--- src/lphs_pkg.sv ---
// ----------------------------------------------------------------------------
// Linear probe hash set package
// Table geometry, field widths, codes and the control/status structures
// shared by the controller and the datapath.
// ----------------------------------------------------------------------------
package lphs_pkg;

  localparam int TABLE_SIZE   = 4096;
  localparam int HASH_MODULUS = 4095;

  localparam int MODE_W       = 2;
  localparam int KEY_W        = 31;
  localparam int STATUS_W     = 3;
  localparam int SLOT_W       = 12;
  localparam int SLOT_STATE_W = 2;

  localparam int IDX_W     = $clog2(TABLE_SIZE);
  localparam bit NEED_FOLD = (HASH_MODULUS > TABLE_SIZE);

  localparam int RECIP_W  = KEY_W + 2;
  localparam int PROD_W   = KEY_W + RECIP_W;
  localparam int HM_SHIFT = KEY_W + $clog2(HASH_MODULUS);
  localparam int TS_SHIFT = KEY_W + $clog2(TABLE_SIZE);
  localparam logic [RECIP_W-1:0] HM_RECIP =
    RECIP_W'((64'd1 << HM_SHIFT) / 64'(HASH_MODULUS) + 64'd1);
  localparam logic [RECIP_W-1:0] TS_RECIP =
    RECIP_W'((64'd1 << TS_SHIFT) / 64'(TABLE_SIZE) + 64'd1);

  typedef enum logic [MODE_W-1:0] {
    MODE_INSERT = 2'd0,
    MODE_SEARCH = 2'd1,
    MODE_DELETE = 2'd2
  } mode_e;

  typedef enum logic [STATUS_W-1:0] {
    RES_ADDED   = 3'd0,
    RES_PRESENT = 3'd1,
    RES_FULL    = 3'd2,
    RES_FOUND   = 3'd3,
    RES_MISSING = 3'd4,
    RES_DELETED = 3'd5
  } status_e;

  typedef enum logic [SLOT_STATE_W-1:0] {
    SLOT_EMPTY = 2'd0,
    SLOT_USED  = 2'd1,
    SLOT_TOMB  = 2'd2
  } slot_state_e;

  typedef enum logic [2:0] {
    S_CLEAR,
    S_IDLE,
    S_MOD,
    S_RD,
    S_CHK,
    S_WR,
    S_DONE
  } state_e;

  typedef struct packed {
    logic req_ready;
    logic req_load;
    logic mod_start;
    logic idx_home;
    logic idx_step;
    logic note;
    logic commit;
    logic clr_step;
    logic res_load;
  } ctrl_cmd_t;

  typedef struct packed {
    logic req_valid;
    logic op_valid;
    logic mod_done;
    logic probe_stop;
    logic clr_last;
    logic out_free;
  } dp_status_t;

endpackage

--- src/lphs_ctrl.sv ---
// ----------------------------------------------------------------------------
// Hash set controller
// Sequences the clearing pass, home slot computation, probe loop, table
// update and result hand-off.
// ----------------------------------------------------------------------------
module lphs_ctrl import lphs_pkg::*; (
  input  logic       clk_i,
  input  logic       rst_ni,
  input  dp_status_t sts_i,
  output ctrl_cmd_t  cmd_o
);

  state_e state_q, state_d;

  always_comb begin
    state_d = state_q;
    unique case (state_q)
      S_CLEAR: begin
        if (sts_i.clr_last) begin
          state_d = S_IDLE;
        end
      end
      S_IDLE: begin
        if (sts_i.req_valid) begin
          state_d = sts_i.op_valid ? S_MOD : S_DONE;
        end
      end
      S_MOD: begin
        if (sts_i.mod_done) begin
          state_d = S_RD;
        end
      end
      S_RD: begin
        state_d = S_CHK;
      end
      S_CHK: begin
        state_d = sts_i.probe_stop ? S_WR : S_RD;
      end
      S_WR: begin
        state_d = S_DONE;
      end
      S_DONE: begin
        if (sts_i.out_free) begin
          state_d = S_IDLE;
        end
      end
      default: begin
        state_d = S_IDLE;
      end
    endcase
  end

  always_comb begin
    cmd_o = '0;
    unique case (state_q)
      S_CLEAR: begin
        cmd_o.clr_step = 1'b1;
      end
      S_IDLE: begin
        cmd_o.req_ready = 1'b1;
        cmd_o.req_load  = sts_i.req_valid;
        cmd_o.mod_start = sts_i.req_valid && sts_i.op_valid;
      end
      S_MOD: begin
        cmd_o.idx_home = sts_i.mod_done;
      end
      S_RD: begin
      end
      S_CHK: begin
        cmd_o.note     = 1'b1;
        cmd_o.idx_step = !sts_i.probe_stop;
      end
      S_WR: begin
        cmd_o.commit = 1'b1;
      end
      S_DONE: begin
        cmd_o.res_load = sts_i.out_free;
      end
      default: begin
      end
    endcase
  end

  always_ff @(posedge clk_i or negedge rst_ni) begin
    if (!rst_ni) begin
      state_q <= S_CLEAR;
    end else begin
      state_q <= state_d;
    end
  end

endmodule

--- config.mk ---
export PLATFORM = sky130hd
export DESIGN_NAME = lphs_ctrl
export DESIGN_NICKNAME = d
export VERILOG_FILES = /design/src/lphs_pkg.sv /design/src/lphs_ctrl.sv
export SDC_FILE = /design/constraint.sdc
export NUM_CORES = 1
export LEC_CHECK = 0
export BUFFER_PORTS_ARGS = -buffer_cell sky130_fd_sc_hd__buf_2
export CORE_AREA = 2 2 39 41
export CTS_CLUSTER_DIAMETER = 60
export DETAILED_ROUTE_END_ITERATION = 8
export DIE_AREA = 0 0 41 43
export PLACE_DENSITY = 0.58
export SYNTH_ARGS = -nofsm -noshare
export SYNTH_HDL_FRONTEND = slang
export SYNTH_SLANG_ARGS = --single-unit
export TNS_END_PERCENT = 30
--- constraint.sdc ---
create_clock -name clk_i -period 1.95 [get_ports clk_i]
set_clock_uncertainty 0.2 [all_clocks]
set_input_delay 0.195 -clock clk_i [delete_from_list [all_inputs] [get_ports clk_i]]
set_output_delay 0.195 -clock clk_i [all_outputs]
set_load 0.01 [all_outputs]
==> results_dict.tcl, run 1 <==
set metrics [dict create \
    yosysWarnings 0 \
    setup_viol 0 \
    synthCells 38 \
    die_area_mm2 0.00176 \
    async_reset_ff_share_pct 100 \
    ys.flop_type "dfrtp_1" \
    cts_resized 0 \
    layout_commonest_cell "buf_2" \
    rsz0062_at_grt "false" \
    worstHoldStart "sts_i[5]" \
    maxCapViolations 0 \
    routabilityCongestion 0.776 \
    cts_buffer_depth 2 \
    grt_pass1_wl_um 1280 \
    crit_start "state_q[2]" \
    regToRegSetupSlack_ns 0.32 \
    synth.top_cell.area_share_pct 23.5 \
    vias 321 \
    min_period_over_period_pct 88.4 \
    io_buffers 16 \
    worst_slack_ns 0.225 \
    syn-cell-area_um2 319 \
    core-area_mm2 0.00138 \
    antenna_found_initial 0 \
    die_x_um 41 \
    num_antenna_cells 0 \
    crit_end "cmd_o[0]" \
    setup.worst_path.start_class "flop" \
    multi_input_area_um2 209 \
    status "complete, no violations" \
    synth_area_leaders "dfrtp_1, nor4bb_4, nor2_1, o311ai_2, o32ai_2" \
    crit_slowest_cell "dfrtp_1" \
    fillers 155 \
    synth_largest_area_cell "dfrtp_1" \
    dp_slack_ns 0.314 \
    critPathBufInv 1 \
    drive_gt1_share_pct 46.4 \
    cts_htree_levels 1 \
    drt-pass1-iter-count 2 \
    cp_top_family "flip-flops" \
    tightest_slew_ns 0.405 \
    clk_pin_slew_ns 0.04 \
    routed_wl_um 767 \
    largest-register "state_q" \
    cp_slowest_stage_delay_ns 0.58 \
    grt_pass1_vias 329 \
    worstSetupPathType "flop to primary output" \
    powerDensity_mw_per_mm2 1520 \
    grt-ovfl-total 0 \
    hold_violations 0 \
    cts_tree "yes" \
    synth-seq-area-share_pct 23.5 \
    cts_root_buf "clkbuf_4" \
    r2r_cells 4 \
    seq_area_um2 75.1 \
    grt_max_degree 15 \
    required_ns 1.55 \
    mostFrequentLayoutCells "buf_2, nor2_1" \
    drt_iter0_markers 3 \
    die_h_um 43 \
    crit_fanout 14 \
    reg_top3 "state_q: 3 flops" \
    syn_to_final_growth_pct 35.3 \
    cts-buffers-inserted 3 \
    dpl.hpwl_um 605 \
    hold_buffers 1 \
    yosysUniqueCellTypes 21 \
    syn_nets 46 \
    slew_headroom_pct 73.0 \
    drv_slew 0 \
    final_antenna_net_count 0 \
    nets 65 \
    rows 14 \
    largest_register_ffs 3 \
    arrival_ns 1.33 \
    hp-class "input pin to flop" \
    cts.sinks 3 \
    wl_per_cell_um 10.7 \
    ir_worst_vdd_v 0.000546 \
    postSynthAreaPerCell_um2 8.40 \
    drc_errors 0 \
    synth_edf_count 0 \
    r2r_start "state_q[2]" \
    crit_chain "and2_1 -> nor2b_1 -> buf_2" \
    clock.fmax_mhz 580 \
    clock_latency_ns 0.23 \
    end_kind "primary output" \
    post-route-min-period_ns 1.72 \
    post_cts_buffers 0 \
    ys_seq_elements 3 \
    p_leak_nw 0.227 \
    r2r-end "state_q[1]" \
    initial_core_util_pct 23.1 \
    io-pin-count 17 \
    vias_per_cell 4.46 \
    final.setup.tns_ns 0 \
    grtUsageTotal_pct 10.9 \
    path_depth 3 \
]
how the worst min path moves through the flow:
stage	end	cells after the start
floorplan	state_q[0]	0
global placement	state_q[0]	1
detailed placement	state_q[0]	1
CTS	state_q[0]	3
global route	state_q[0]	3
finish	state_q[0]	3
cells by family after synthesis:
kind of cell           after synthesis  share of synthesized area, %
DFF                                  3                          23.5
AOI/OAI and AO/OA                    9                          23.1
and+or+nand+nor                     20                          42.3
buffers and inverters                6                          11.0
area by class of cell:
class                      count  area share [%]
multi-input combinational     29            48.4
timing repair buffer          17            20.9
sequential                     3            17.4
clock buffer                   4            6.09
tap                           16            4.64
inverter                       3            2.61
routing by layer:
| metal | wire length, um | global-route usage (%) | vias up | part of all wire [%] |
|---|---|---|---|---|
| li1 | - | - | 169 | - |
| met3 | 42 | 3.14 | 0 | 5.5 |
| met4 | 0 | 8.00 | 0 | 0 |
| met2 | 364 | 16.3 | 10 | 47 |
| met1 | 360 | 12.3 | 142 | 47 |
| met5 | 0 | 0 | - | 0 |
Yosys cell counts, drive strengths merged (2+ instances only):
cell type,n
a21oi,4
and2,2
and3,2
buf,3
dfrtp,3
inv,3
nand2,3
nand2b,2
nor2,5
nor3,3
o21ai,2
tightest hold or removal path, cell delays in order:
cell     delay, ns
buf_2         0.09
or3_4         0.12
nand2_1       0.04
where the power goes:
part	internal, mW	leakage, nW	switching (mW)
Sequential	0.0943	0.0363	0.0986
Clock	0.0767	0.0150	0.0326
Combinational	0.188	0.175	0.167
through the flow:
step           util (%)  hold WS, ns  power, mW  std cells  area [um2]
2_1_floorplan         -       -0.301      0.487         38         319
3_5_place_dp       28.6       -0.205      0.551         67         395
5_1_grt            31.2       0.0708      0.723         72         432
4_1_cts            31.2       0.0529      0.670         72         432
6_report           31.2       0.0591      0.658         72         432
3_3_place_gp       28.6       -0.204      0.552         67         395
Note: power is estimated with default switching activity, not from simulation.
==> inputs of run 2 (changes only) <==
==> constraint.sdc (replaced) <==
create_clock -name clk_i -period 1.95 [get_ports clk_i]
set_clock_uncertainty 0.2 [all_clocks]
set_input_delay 0.0975 -clock clk_i [delete_from_list [all_inputs] [get_ports clk_i]]
set_output_delay 0.0975 -clock clk_i [all_outputs]
set_load 0.01 [all_outputs]
==> results_dict.tcl, run 2 (synthesis results as in run 1) <==
set metrics [dict create \
    required_ns 1.85 \
    arrival_ns 1.53 \
    slew_headroom_pct 73.0 \
    grt_pass1_vias 326 \
    fillers 153 \
    num_antenna_cells 0 \
    final_util_pct 33.4 \
    status "complete, no violations" \
    vias 333 \
    rows 14 \
    power_frac_seq_pct 29.1 \
    powerDensity_mw_per_mm2 1430 \
    holdPathStages 3 \
    grt_pass1_wl_um 1270 \
    post_cts_buffers 0 \
    die_x_um 41 \
    holdWs_ns 0.00984 \
    vias_per_cell 4.44 \
    core-area_mm2 0.00138 \
    p_leak_nw 0.239 \
    cts_htree_levels 1 \
    mostFrequentLayoutCells "buf_2, nor2_1, dlygate4sd3_1" \
    die_h_um 43 \
    p_int_mw 0.363 \
    clkPwrFrac_pct 16.5 \
    placed_cell_area_um2 395 \
    cts-buffers-inserted 3 \
    drive_gt1_share_pct 44.1 \
    cts_tree "yes" \
    crit_chain "nor4bb_4 -> a21oi_2 -> o311ai_2 -> o32ai_2" \
    end_kind "flop" \
    final.setup.tns_ns 0 \
    crit_slowest_cell "dfrtp_1" \
    antenna_found_initial 0 \
    cts.sinks 3 \
    cts_buffer_depth 2 \
    routabilityCongestion 0.776 \
    fin_area_um2 462 \
    setup.worst_path.start_class "flop" \
    instances_no_fill 75 \
    largest-register "state_q" \
    maxCapViolations 0 \
    clk_pin_slew_ns 0.04 \
    final_antenna_net_count 0 \
    clock.fmax_mhz 613 \
    reg_top3 "state_q: 3 flops" \
    dpl.hpwl_um 605 \
    io-pin-count 17 \
    ir_worst_vdd_v 0.000558 \
    p_sw_mw 0.299 \
    hold_violations 0 \
    drt_iter0_markers 3 \
    finalPower_mw 0.662 \
    post-route-min-period_ns 1.63 \
    initial_core_util_pct 23.1 \
    grt_max_degree 15 \
    syn_to_final_growth_pct 44.7 \
    largest_register_ffs 3 \
    drt-pass1-iter-count 2 \
    dp_cells 67 \
    cp_slowest_stage_delay_ns 0.58 \
    min_period_over_period_pct 83.7 \
    hp-class "input pin to flop" \
    power_frac_comb_pct 54.3 \
    layout_commonest_cell "buf_2" \
    drv_slew 0 \
    worstSetupPathType "flop to flop" \
    tightest_slew_ns 0.405 \
    io_buffers 16 \
    worst_slack_ns 0.318 \
    wl_per_cell_um 10.4 \
    grt-ovfl-total 0 \
    r2r_cells 4 \
    rsz0062_at_grt "false" \
    nets 68 \
    crit_fanout 14 \
    grtUsageTotal_pct 10.8 \
    p_sw_share_pct 45.2 \
    setup_viol 0 \
    cts_root_buf "clkbuf_4" \
    routed_wl_um 782 \
    die_area_mm2 0.00176 \
    clock_latency_ns 0.24 \
    drc_errors 0 \
    dp_slack_ns 0.314 \
]
run 2: cell count changes in the layout (fill, tap and decap cells not counted):
cell,delta
dlygate4sd3_1,+3
run 2: per-layer routing:
layer,part of all wire [%],routed length [um],track usage [%]
met1,47,368,11.9
met2,48,376,16.3
met3,4.7,37,3.14
met4,0,0,8.00
met5,0,0,0
run 2: final cells by class:
cell class | count | area, um2 | area share (%)
Multi-Input combinational cell | 29 | 209 | 45.3
Timing Repair Buffer | 20 | 120 | 26.0
Sequential cell | 3 | 75.1 | 16.3
Clock buffer | 4 | 26.3 | 5.69
Tap cell | 16 | 20.0 | 4.34
Inverter | 3 | 11.3 | 2.44
run 2: critical path, delay by kind of cell, from the launching register on:
family / cells / cell delay (ns)
AND/OR/NAND/NOR: 1 / 0.41
flip-flops: 1 / 0.58
AO/OA/AOI/OAI: 3 / 0.30
run 2: timing repair:
action / CTS / global route
endpoints found under the hold margin: 5 / 0
resized for setup: 0 / 0
hold buffers: 4 / 0
run 2: final timing paths:
kind / startpoint / to / slack, ns
max: state_q[2] / state_q[1] / 0.32
max in group asynchronous: rst_ni / state_q[1] / 0.86
max reg2reg: state_q[2] / state_q[1] / 0.32
min reg2reg: state_q[1] / state_q[1] / 0.50
min in group asynchronous: rst_ni / state_q[2] / 0.54
min: sts_i[0] / state_q[2] / 0.01
run 2: power groups by stage:
stage	clock network [mW]	logic [mW]	registers, mW
after floorplan	0	0.375	0.112
after global placement	0	0.359	0.193
after detailed placement	0	0.356	0.196
after CTS	0.114	0.365	0.195
after global routing	0.118	0.402	0.207
final	0.109	0.360	0.193
==> inputs of run 3 (changes only) <==
Settings changed: PLACE_DENSITY 0.58 to 0.6.
Clock period 1.95 ns to 1.5 ns, I/O delays scaled along.
==> results_dict.tcl, run 3 (synthesis results as in run 1) <==
set metrics [dict create \
    status "complete, but fails checks" \
    violations "negative setup slack" \
    min_period_over_period_pct 102 \
    drt_iter0_markers 7 \
    syn_to_final_growth_pct 100 \
    drv_slew 0 \
    end_kind "primary output" \
    die_h_um 43 \
    seq_area_um2 78.8 \
    io_buffers 16 \
    crit_start "state_q[2]" \
    cts.sinks 3 \
    cp_slowest_stage_delay_ns 0.43 \
    r2r-end "state_q[1]" \
    initial_core_util_pct 23.1 \
    post-route-min-period_ns 1.53 \
    wl_per_cell_um 11.1 \
    crit_chain "buf_4 -> buf_4 -> nor3_2 -> buf_2" \
    routed_wl_um 998 \
    nets 83 \
    vias 394 \
    fillers 129 \
    arrival_ns 1.26 \
    layout_commonest_cell "buf_2" \
    crit_fanout 5 \
    cts_buffer_depth 2 \
    clk_pin_slew_ns 0.04 \
    p_leak_nw 0.323 \
    dp_slack_ns -0.00448 \
    grtUsageTotal_pct 11.0 \
    rows 14 \
    cts_tree "yes" \
    holdWs_ns 0.0247 \
    largest_register_ffs 3 \
    vias_per_cell 4.38 \
    dpl.hpwl_um 612 \
    reg_top3 "state_q: 3 flops" \
    grt_pass1_wl_um 1350 \
    maxCapViolations 0 \
    final.setup.tns_ns -0.0690 \
    final_util_pct 46.1 \
    crit_path_frequent_cell "buf_4" \
    crit_slowest_cell "dfrtp_2" \
    die_x_um 41 \
    drive_gt1_share_pct 66.2 \
    critPathBufInv 3 \
    hold_violations 0 \
    cts_htree_levels 1 \
    clock_latency_ns 0.23 \
    path_depth 4 \
    largest-register "state_q" \
    core-area_mm2 0.00138 \
    grt_max_degree 9 \
    r2r_cells 5 \
    setup.worst_path.start_class "flop" \
    slew_headroom_pct 80.7 \
    antenna_found_initial 0 \
    worstSetupPathType "flop to primary output" \
    instances_no_fill 90 \
    rsz0062_at_grt "true" \
    grt-ovfl-total 0 \
    clock.fmax_mhz 653 \
    crit_end "cmd_o[5]" \
    regToRegSetupSlack_ns -0.02 \
    setup_viol 4 \
    cp_top_family "buffers and inverters" \
    multi_input_area_um2 245 \
    dp_cells 74 \
    grt_pass1_vias 369 \
    drt-pass1-iter-count 4 \
    powerDensity_mw_per_mm2 2010 \
    worst_slack_ns -0.0307 \
    final_antenna_net_count 0 \
    required_ns 1.22 \
    num_antenna_cells 0 \
    ir_worst_vdd_v 0.000652 \
    hp-class "input pin to flop" \
    cts-buffers-inserted 3 \
    routabilityCongestion 0.776 \
    tightest_slew_ns 0.289 \
    cts_root_buf "clkbuf_4" \
    die_area_mm2 0.00176 \
    drc_errors 0 \
    io-pin-count 17 \
    r2r_start "state_q[1]" \
    mostFrequentLayoutCells "buf_2, buf_4, dlygate4sd3_1, buf_6, nor2_1" \
]
## run 3: cell types whose count changed in the layout (fill, tap and decap cells not counted), sizes merged
cell,before,now
buf,16,30
dlygate4sd3,4,5
## run 3: routing by layer
layer | track usage (%) | part of all wire, % | routed length [um] | up-vias
met5 | 0 | 0 | 0 | -
met4 | 4.00 | 0 | 0 | 0
met3 | 1.57 | 4.0 | 40 | 0
met2 | 18.8 | 55 | 552 | 14
met1 | 13.2 | 40 | 404 | 178
li1 | - | - | - | 202
## run 3: how the worst min path moves through the flow
stage | from | end | slack, ns | cells past startpoint
detailed placement | rst_ni | state_q[1] | -0.32 | 1
CTS | sts_i[3] | state_q[2] | 0.04 | 3
global route | sts_i[3] | state_q[2] | 0.04 | 3
floorplan | rst_ni | state_q[0] | -0.42 | 0
global placement | rst_ni | state_q[0] | -0.33 | 1
finish | sts_i[3] | state_q[2] | 0.02 | 3
## run 3: repair_timing
item                                    4_1_cts  5_1_grt
cloned                                        0        0
hold buffers                                  5        0
gates resized for setup                       6       10
endpoints found under the hold margin         5        0
endpoints found under the setup margin        7        8
buffers inserted                              4        3
pin swaps                                     1        5
## run 3: final cells by class
type,count,area share [%]
clock buffers,4,4.12
inverters,3,1.76
multi-input cells,29,38.4
flip-flops and latches,3,12.4
well taps,16,3.14
repair buffers,35,40.2
## run 3: tightest hold or removal path: stages
cell and delay, ns:
buf_2 0.10, o311ai_2 0.11, o21bai_1 0.13
## run 3: per-stage QoR
stage                     area, um2  power (mW)
after floorplan                 319       0.633
after global placement          448       0.844
after detailed placement        448       0.848
after CTS                       571        1.12
after global routing            638        1.39
final                           638        1.29
## run 3: report_power, final
group	leakage (nW)	switching (mW)	total, mW	internal, mW
registers	0.0330	0.0614	0.194	0.132
logic	0.275	0.414	0.951	0.537
clock network	0.0150	0.0411	0.141	0.0997
total	0.323	0.517	1.29	0.769
